[src/rtl/imavg_pkg.sv]
`default_nettype none
// ----------------------------------------------------------------------------
// imavg_pkg
// Shared types and constants for the IMU moving-average / gyro-bias core.
// ----------------------------------------------------------------------------
package imavg_pkg;

    localparam int SMP_W              = 16;
    localparam int AXES               = 6;
    localparam int GYRO_AXES          = 3;
    localparam int GYRO_BASE          = 3;
    localparam int CNT_W              = 8;
    localparam int WINDOW_LEN_DEF     = 10;
    localparam int CAL_SAMPLES_DEF    = 100;
    localparam int WARMUP_SAMPLES_DEF = 60;

    typedef logic signed [SMP_W-1:0] t_smp;
    typedef t_smp t_axes [AXES];

    typedef enum logic [1:0] {
        PH_WARM,
        PH_CAL,
        PH_DONE
    } t_phase;

    // per-transaction calibration tags, carried down the pipeline
    typedef struct packed {
        logic clear;
        logic cal;
        logic last;
        logic bvalid;
    } t_tag;

endpackage
`default_nettype wire

[src/rtl/imavg_cell.sv]
`default_nettype none
// ----------------------------------------------------------------------------
// imavg_cell
// One window cell: holds one sample per axis and passes it to its neighbor.
// ----------------------------------------------------------------------------
module imavg_cell (
    input  wire logic            i_clk,
    input  wire logic            i_rst_n,
    input  wire logic            i_en,
    input  wire imavg_pkg::t_axes i_smp,
    output imavg_pkg::t_axes     o_smp
);
    import imavg_pkg::*;

    t_axes r_smp;

    always_ff @(posedge i_clk) begin
        if (!i_rst_n) begin
            for (int k = 0; k < AXES; k++) begin
                r_smp[k] <= '0;
            end
        end else if (i_en) begin
            r_smp <= i_smp;
        end
    end

    assign o_smp = r_smp;

endmodule
`default_nettype wire

[config.mk]
export PLATFORM = sky130hd
export DESIGN_NAME = imavg_cell
export DESIGN_NICKNAME = d
export VERILOG_FILES = /design/src/rtl/imavg_pkg.sv /design/src/rtl/imavg_cell.sv
export SDC_FILE = /design/constraint.sdc
export NUM_CORES = 1
export LEC_CHECK = 0
export BUFFER_PORTS_ARGS = -buffer_cell sky130_fd_sc_hd__buf_2
export CAP_MARGIN = 5
export CORE_AREA = 2 2 94 96
export DETAILED_ROUTE_END_ITERATION = 6
export DIE_AREA = 0 0 96 98
export GPL_ROUTABILITY_DRIVEN = 0
export GPL_TIMING_DRIVEN = 0
export PLACE_DENSITY = 0.84
export RECOVER_POWER = 25
export SYNTH_ARGS = -nofsm -noshare
export SYNTH_HDL_FRONTEND = slang
export SYNTH_SLANG_ARGS = --single-unit
[constraint.sdc]
create_clock -name i_clk -period 1.5 [get_ports i_clk]
set_input_delay 0.45 -clock i_clk [delete_from_list [all_inputs] [get_ports i_clk]]
set_output_delay 0.45 -clock i_clk [all_outputs]
set_load 0.005 [all_outputs]
Word-level counts from Yosys, hierarchy flattened
Index checks and enable logic that the tools add are counted.

word-level totals
  bits in registers = 96
  output and inout bits = 96

Logic depth before layout (Yosys ltp)
  depth in word-level cells = 0
  gate-level depth with buffers = 5

Worst setup path before layout
Ideal clock, no wire load.

  kind = in2reg
  from = input i_en
  to = register r_smp, in the netlist o_smp[52]
  library setup time = 0.116 ns
  data arrival time = 1.088 ns
  slack = 0.296 ns
  stages = 5
  buffers on the path = 3
  path through = buf_4 -> buf_8 -> buf_12 -> mux2i_1 -> nor2b_1

RTL lines
  item                  RTL line          RTL
  start, declared       imavg_cell.sv:9   input wire logic i_en,
  end signal, assigned  imavg_cell.sv:23  r_smp <= i_smp;
  end, declared         imavg_cell.sv:15  t_axes r_smp;

Worst setup path after layout
  from = register r_smp, in the netlist o_smp[90]
  to = output o_smp[90] (netlist name)

RTL lines
  item           RTL line          RTL
  end, declared  imavg_cell.sv:11  output imavg_pkg::t_axes o_smp

No word-level cell between the ends.

==> out/metrics.csv <==
metric,value,unit
outcome,"finished, final reports clean",
row cnt,34,
Post-CTS Setup Bufs,0,
Final Power,5.12,mW
Starting Density,43.3,%
die width,96,µm
Synth area leader,dfxtp_1,
Synth top area share,52.5,%
final worst path period need,1270,ps
Placed Instances,609,
"Slowest-stage cell, CP",dfxtp_1,
Port-buffer cells,192,
DR WL/cell,12.9,µm
max reg flops,96,
gate count after technology mapping,309,
Iter 0 DRT Violations,40,
largest net degree at the start of global routing,16,
Setup CP Type,reg2out,
Max Cap Violations,0,
HP Class,in2reg,
crit-path cells,buf_2,
"Reg clk slew, reported paths",90,ps
CTS Hold Bufs,0,
FF-to-FF End,o_smp[35]$_SDFFE_PN0P_,
final net count,611,
clock latency on the worst-skew pair,350,ps
hold worst-path end,o_smp[88]$_SDFFE_PN0P_,
Hold WS,356,ps
Worst-Margin Slew,747,ps
RSZ-0062 raised after global routing,no,
CTS Sinks,96,
Hold Startpoint,i_smp[88],
crit start category,register,
Die Area,9410,µm²
setup violators final,0,
Ys Warns,0,
max incr delay on CP,360,ps
Worst EP required,1050,ps
drt first pass iters,4,
GRT Resource Usage Total,17.0,%
total wire length,8050,µm
number of remaining DRC errors,0,
die height,98,µm
max-slew violation count,0,
core area,8470,µm²
I/O Pins,195,
CP Capture Type,output pin,
Max rail drop VDD,0.576,mV
post-cts gate resize count,0,
top area cells in the synthesized netlist,"dfxtp_1 52%, mux2i_1 26%, nor2b_1 16%, buf_12 2.2%, buf_4 1.2%",
crit-path max FO,2,
Synth cell types,8,
Multi-input gate area,1560,µm²
"Remaining Overflow, GRT",0,
clk buf depth,2,
register area,1920,µm²
vias in the first global route,2759,
synthesized net count,408,
vias,2834,
share of post-route cells with drive strength above 1,41.3,%
CTS Buf Count,9,
"delay-heaviest family, CP",flip-flops,
first-pass GRT wire length,12500,µm
Seq cells post-synth,96,
initial antenna violation count,0,
HPWL after DPL,6370,µm
Slew HR,50.2,%
area growth from synthesis to layout,34.5,%
Finished Layout Cells,624,
Final Hold Viols,0,
FMAX,786,MHz
FF-to-FF setup slack,840,ps
Final period util,84.8,%
H-Tree Depth,3,
Leak,2.55,nW
Pwr Density,1040,nW/µm²
Synth Cell Area,3660,µm²
TritonCTS clock tree,yes,
Clock Skew,0,ps
fill count,751,
FF-to-FF path depth,2,
CTS Root Cell,clkbuf_8,
FF-to-FF Start,o_smp[35]$_SDFFE_PN0P_,
final total negative setup slack,0,ps
worst endpoint data arrival time,820,ps
Buf/Inv on CP,1,
antenna cells,0,
syn avg cell area,11.9,µm²
Antenna Nets Post-Route,0,
via/cell ratio,4.54,
Hold Path Depth,3,
sequential cell area fraction in the yosys report,52.5,%
worst max path at each step:
stage | startpoint | end | cells after the start
after floorplan | i_en | o_smp[52]$_SDFFE_PN0P_ | 5
after global placement | i_en | o_smp[80]$_SDFFE_PN0P_ | 5
after detailed placement | i_en | o_smp[75]$_SDFFE_PN0P_ | 5
after CTS | o_smp[5]$_SDFFE_PN0P_ | o_smp[5] | 1
after global routing | i_en | o_smp[9]$_SDFFE_PN0P_ | 4
final | o_smp[90]$_SDFFE_PN0P_ | o_smp[90] | 1
cells by family (layout without fill, tap and decap cells):
group	Yosys count	after routing	synth area share, %
DFF	96	96	52.5
buffers and inverters	21	228	4.89
muxes	96	96	26.2
and+or+nand+nor	96	96	16.4
where the power goes:
group / internal (mW) / switching, mW / total [mW]
logic: 0.402 / 0.294 / 0.696
registers: 2.70 / 0.0719 / 2.77
clock network: 0.814 / 0.841 / 1.65
cell type report:
| class | instances | area share, % |
|---|---|---|
| clock buffers | 11 | 2.87 |
| plain buffers | 21 | 3.05 |
| multi-input cells | 192 | 31.7 |
| repair buffers | 192 | 19.5 |
| clock inverters | 4 | 1.12 |
| flip-flops and latches | 96 | 39.0 |
| well taps | 108 | 2.74 |
stage by stage:
step	util, %	worst slack [ps]	cell area [µm²]
floorplan	-	296	3660
global placement	56.2	175	4760
detailed placement	56.2	125	4760
CTS	58.5	207	4950
global route	58.2	162	4930
finish	58.2	228	4930
placed cells by master, fill, tap and decap left out, drive strengths merged:
cell and n:
bufinv 1, nor2b 96, clkinv 2, buf 197, clkinvlp 1, dfxtp 96
mux2i 96, clkbuf 27
cell usage after synthesis:
master / number
buf_12: 4
mux2i_1: 96
buf_8: 1
buf_4: 6
dfxtp_1: 96
nor2b_1: 96
clkbuf_2: 1
clkbuf_1: 9
metal layers:
layer | part of all wire [%] | global-route usage (%)
met1 | 39 | 18.3
met2 | 49 | 28.8
met3 | 9.7 | 6.87
met4 | 2.1 | 7.47
met5 | 0 | 0
worst min-delay path, stage by stage:
cell,delay (ps)
buf_2,70
mux2i_1,60
nor2b_1,90
No activity file was read; power rests on OpenSTA's default activity.
