<file path="src/rtl/imavg_cdiv.sv">
`default_nettype none
// ----------------------------------------------------------------------------
// imavg_cdiv
// Signed divide by a constant, truncating toward zero. Reciprocal multiply
// registered, shift and sign restore after the register.
// ----------------------------------------------------------------------------
module imavg_cdiv #(
    parameter int IN_W  = 20,
    parameter int OUT_W = 16,
    parameter int DIV   = 10
) (
    input  wire logic                    i_clk,
    input  wire logic                    i_en,
    input  wire logic signed [IN_W-1:0]  i_num,
    output logic signed [OUT_W-1:0]      o_quo
);
    localparam int SHIFT = IN_W + $clog2(DIV);
    localparam int R_W   = IN_W + 1;
    localparam int P_W   = IN_W + R_W;
    localparam int Q_W   = P_W - SHIFT;
    localparam logic [63:0] RECIP64 =
        ((64'd1 << SHIFT) + 64'(DIV) - 64'd1) / 64'(DIV);
    localparam logic [R_W-1:0] RECIP = R_W'(RECIP64);

    logic [IN_W-1:0] w_mag;
    logic [P_W-1:0]  r_prod;
    logic            r_neg;
    logic [Q_W-1:0]  w_q;

    assign w_mag = i_num[IN_W-1] ? (IN_W'(0) - i_num) : i_num;

    always_ff @(posedge i_clk) begin
        if (i_en) begin
            r_prod <= P_W'(w_mag) * P_W'(RECIP);
            r_neg  <= i_num[IN_W-1];
        end
    end

    assign w_q   = r_prod[P_W-1:SHIFT];
    assign o_quo = r_neg ? (OUT_W'(0) - OUT_W'(w_q)) : OUT_W'(w_q);

endmodule
`default_nettype wire

</file>
<file path="config.mk">
export PLATFORM = sky130hd
export DESIGN_NAME = imavg_cdiv
export DESIGN_NICKNAME = d
export VERILOG_FILES = /design/src/rtl/imavg_cdiv.sv
export SDC_FILE = /design/constraint.sdc
export NUM_CORES = 1
export LEC_CHECK = 0
export ABC_CLOCK_PERIOD_IN_PS = 6400
export BUFFER_PORTS_ARGS = -buffer_cell sky130_fd_sc_hd__buf_2
export CORE_MARGIN = 2
export CORE_UTILIZATION = 60
export CTS_BUF_LIST = sky130_fd_sc_hd__clkbuf_8
export DETAILED_ROUTE_END_ITERATION = 7
export PLACE_DENSITY = 0.85
export SLEW_MARGIN = 20
export SYNTH_ARGS = -nofsm -noshare
export SYNTH_HDL_FRONTEND = slang
export SYNTH_SLANG_ARGS = --single-unit
</file>
<file path="constraint.sdc">
create_clock -name i_clk -period 6.4 [get_ports i_clk]
set_input_delay 0 -clock i_clk [delete_from_list [all_inputs] [get_ports i_clk]]
set_output_delay 0 -clock i_clk [all_outputs]
set_load 0.03 [all_outputs]
</file>
* Yosys cells after proc, flatten, opt, wreduce, memory -nomap -nowiden
Index checks and enable logic that the tools add are counted.
** Word-level totals
- Bits of input ports :: 22
- Output and inout bits :: 16
- Bits in registers :: 40
- Word-level logic and storage cells :: 7
** Operators by class
- Add/sub/neg operators :: 2
- $mul :: 1
- Multiplexer cells :: 2
** Operators by type and width (count)
- $mul A20 B20 Y39 const B :: 1
- $mux W20 :: 1
- $sub A1 B20 Y20 const A :: 1
- $mux W16 :: 1
- $sub A1 B16 Y16 const A :: 1

* Logic depth before layout (Yosys ltp)
- Depth after elaboration :: 3
- Depth in mapped cells :: 31
- Mapped depth without buffers :: 30

* Worst setup path after synthesis
OpenSTA, ideal clock, no wires.
- Path kind :: input port to flip-flop
- From :: input i_num[5]
- To :: register r_prod[39] (data pin)
- Setup slack :: -0.634 ns
- Data required time :: 6.136 ns
- Path buffers :: 1
- Stages on the path :: 26
- Data arrival time :: 6.769 ns
- Cell sequence :: nor4_1 nor3b_1 and3_1 inv_1 o31a_1 xnor2_1 inv_1 ha_1 ha_1 fa_1 fa_1 fa_1 inv_1 fa_1 inv_1 ha_1 ha_1 clkbuf_1 a211o_1 a21oi_1 o21ai_0 a31o_2 a221oi_4 o21ai_2 o41ai_2 xnor2_1
** On the way
- Word-level cells in the longest chain between the ends :: 3
** RTL lines
- start, declared :: RTL line 14 : input wire logic signed [IN_W-1:0] i_num,
- $sub A1 B20 Y20 :: RTL line 30 : assign w_mag = i_num[IN_W-1] ? (IN_W'(0) - i_num) : i_num;
- $mux W20 (*) :: RTL line 30
- $mul A20 B20 Y39 (*) :: RTL line 34 : r_prod <= P_W'(w_mag) * P_W'(RECIP);
- end signal, assigned :: RTL line 34
- end, declared :: RTL line 26 : logic [P_W-1:0] r_prod;
Every way passes the cells marked *; elsewhere a longest branch is shown, timed or not.
A chain may end at the register's enable or synchronous reset.

* Worst setup path in the final report
Same ends and word-level chain as after synthesis.

==> run_results.csv <==
group,metric,value,unit
status,outcome,"finished, violations left",
status,violations,"negative setup slack",
layout,layout.cell_area.non_filler,11000,um^2
route,drc,0,
yosys,postSynthNetCount,1192,
floorplanning,fp.dieArea,14800,um^2
critical_path,critical_path.max_fanout,5,
route,route.layer.met1.wl,10300,um
critical_path,critical_path.startpoint_type,"input pin",
floorplanning,rows,42,
layout,layout_commonest_cell,"sky130_fd_sc_hd__inv_1",
place,final_replace_weighted_congestion,1.03,
yosys,synth.ff_latch_count,17,
route,drt-pass1-iter-count,6,
route,route.detailed.vias_per_inst,6.26,
critical_path,critical-path-max-stage-delay,0.63,ns
critical_path,critical-path-slowest-cell,"sky130_fd_sc_hd__fa_1",
clock_network,clock_tree_from_tritoncts,"built",
hold_path,worst_hold_path_type,"input pin to flip-flop",
clock_network,ctsHoldBuffers,0,
floorplanning,floorplan.initialDensity,0.621,
floorplanning,die_x,122,um
critical_path,worst_ep_required_time,6.39,ns
timing,slew_headroom,0.500,
floorplanning,die_y,122,um
clock_network,clock_sinks,17,
yosys,post_synth_instance_area,8290,um^2
clock_network,h_tree_levels,1,
yosys,synth_async_sr_flop_share,0,
yosys,synth.lib_cells_used.distinct,54,
place,placement.io_buffers,37,
route,met2WireLength,14000,um
yosys,synthCells,841,
critical_path,crit_type,"input pin to flip-flop",
clock_network,cts-buffers-inserted,3,
flow_run,max-cap-violations,0,
layout,final_cell_mix,"sky130_fd_sc_hd__inv_1, sky130_fd_sc_hd__buf_4, sky130_fd_sc_hd__ha_1",
clock_network,clk_root_buffer_cell,"sky130_fd_sc_hd__clkbuf_8",
route,routedWlPerCell,24.7,um
yosys,synth_enable_flop_cells,17,
timing,hold_viol,0,
clock_network,clk_pin_slew_worst_paths,0.06,ns
timing,final-max-slew-violation-count,0,
global_routing,vias_in_the_first_global_route,8007,
layout,layoutNonFillerInstCount,1239,
yosys,sequential_fraction_of_the_synthesis_area,0.0616,
layout,final_nets,1414,
layout,fill_cells,647,
layout,ratio_of_cells_with_drive_above_1_in_the_final_layout,0.335,
critical_path,critical_path.endpoint_type,"flip-flop",
route,drt_iter0_markers,919,
floorplanning,coreArea,13300,um^2
place,placement.cell_area,9860,um^2
global_routing,grt_util_all_layers,0.360,
timing,fmax,144,MHz
timing,setup_viol_count_final,14,
timing,period_minus_slack,6.93,ns
global_routing,globalRouteOverflowTotal,0,
route,route.top_layer_used,"met4",
place,dp.cells,1196,
timing,max_slew.worst_pin.slew,0.746,ns
floorplanning,design.portCount,38,
global_routing,grt_first_pass_wirelength,40200,um
route,ant_nets,0,
route,via_count,7761,
critical_path,crit_arrival,6.92,ns
clock_network,clk_path_buf_depth,2,
timing,post_route_worst_setup_slack,-0.531,ns
place,dp_hpwl,20300,um
critical_path,critical_path.n_buffers_inverters,7,
timing,timing.final.crit_share,1.08,
route,met3WireLength,3240,um
timing,grt_setup_unrepaired,"true",
critical_path,timing.critical_path.max_delay_family,"adder cells",
layout,syn_to_layout_area_delta,32.1,%
yosys,synth.yosys.warnings,0,
yosys,postSynth.topFlopCell,"sky130_fd_sc_hd__edfxtp_1",
global_routing,grt_max_degree,18,
route,route.final.wire_length,30600,um
place,placement.setup.worst_slack,-0.748,ns
global_routing,grt_antenna_before_repair,0,
yosys,synth_area_per_cell,9.86,um^2
## metrics by stage
| stage | util | setup TNS, ns | hold slack [ns] |
|---|---|---|---|
| CTS | 0.775 | -0.636 | 0.182 |
| global placement | 0.739 | -3.99 | 0.433 |
| global route | 0.821 | -5.93 | 0.181 |
| finish | 0.821 | -4.20 | 0.187 |
| floorplan | - | -0.636 | 0.0989 |
| detailed placement | 0.739 | -8.28 | 0.438 |
## registers in the layout (all words and copies together) (netlist names)
signal	count
r_neg	1
r_prod	16
## final timing paths
check	from	endpoint	slack, ns	cells past startpoint
worst min-delay path	i_en	r_prod[35]$_DFFE_PP_	0.19	1
worst max-delay path	i_num[5]	r_prod[39]$_DFFE_PP_	-0.53	27
## cell usage after synthesis, drive strengths merged (2+ instances only)
master  instances  area [um^2]
nor2           24         90.1
nand2b          6         40.0
inv           226          848
nor3            5         25.0
fa            135         2700
and3            3         18.8
nand4           7         43.8
buf             2         18.8
o311ai          3         26.3
or3             2         12.5
xnor2          46          410
o21ai          19         98.9
a21boi          3         22.5
nand2          33          124
o41ai           4         42.6
o21bai          2         15.0
nand3           3         15.0
o211ai          3         22.5
clkbuf          4         15.0
o31a            2         17.5
o31ai           8         60.1
a21oi          23          115
a211o           2         17.5
or4             3         22.5
nor4            2         12.5
and4            2         17.5
edfxtp         17          510
ha            194         2430
a21o           19          143
nor2b           5         31.3
a221oi          2         35.0
xor2           17          149
## routing by layer
metal	global-route usage	up-vias
met4	0.216	0
met5	0	-
li1	-	3154
met2	0.607	645
met1	0.421	3687
met3	0.0791	275
## timing repair
item / in CTS / in global routing
setup buffers: 16 / 22
pin swaps: 56 / 74
endpoints found under the hold margin: 0 / 0
resized for setup: 62 / 87
setup endpoints to repair: 14 / 16
## cell families (layout without fill, tap and decap cells)
kind of cell / after synthesis / in the layout / synth area share
xor gates and xnor gates: 63 / 63 / 0.0674
adders and majority gates: 329 / 329 / 0.619
DFF: 17 / 17 / 0.0616
muxes: 1 / 1 / 0.00121
and+or+nand+nor: 98 / 98 / 0.0573
other: 0 / 1 / 0
buffers and inverters: 232 / 453 / 0.106
AOI/OAI and AO/OA: 101 / 101 / 0.0875
## layout make-up
type | instances | area [um^2] | area share
tap | 176 | 220 | 0.0201
clock inverter | 1 | 3.75 | 0.000343
multi-input combinational | 592 | 7720 | 0.704
inverter | 226 | 848 | 0.0774
sequential | 17 | 510 | 0.0466
antenna | 1 | 2.50 | 0.000228
clock buffer | 3 | 41.3 | 0.00377
timing repair buffer | 223 | 1610 | 0.147
Power is left out: the tool's default activity adds up to more than one toggle a clock period on the data nets, which glitch-free logic cannot reach.
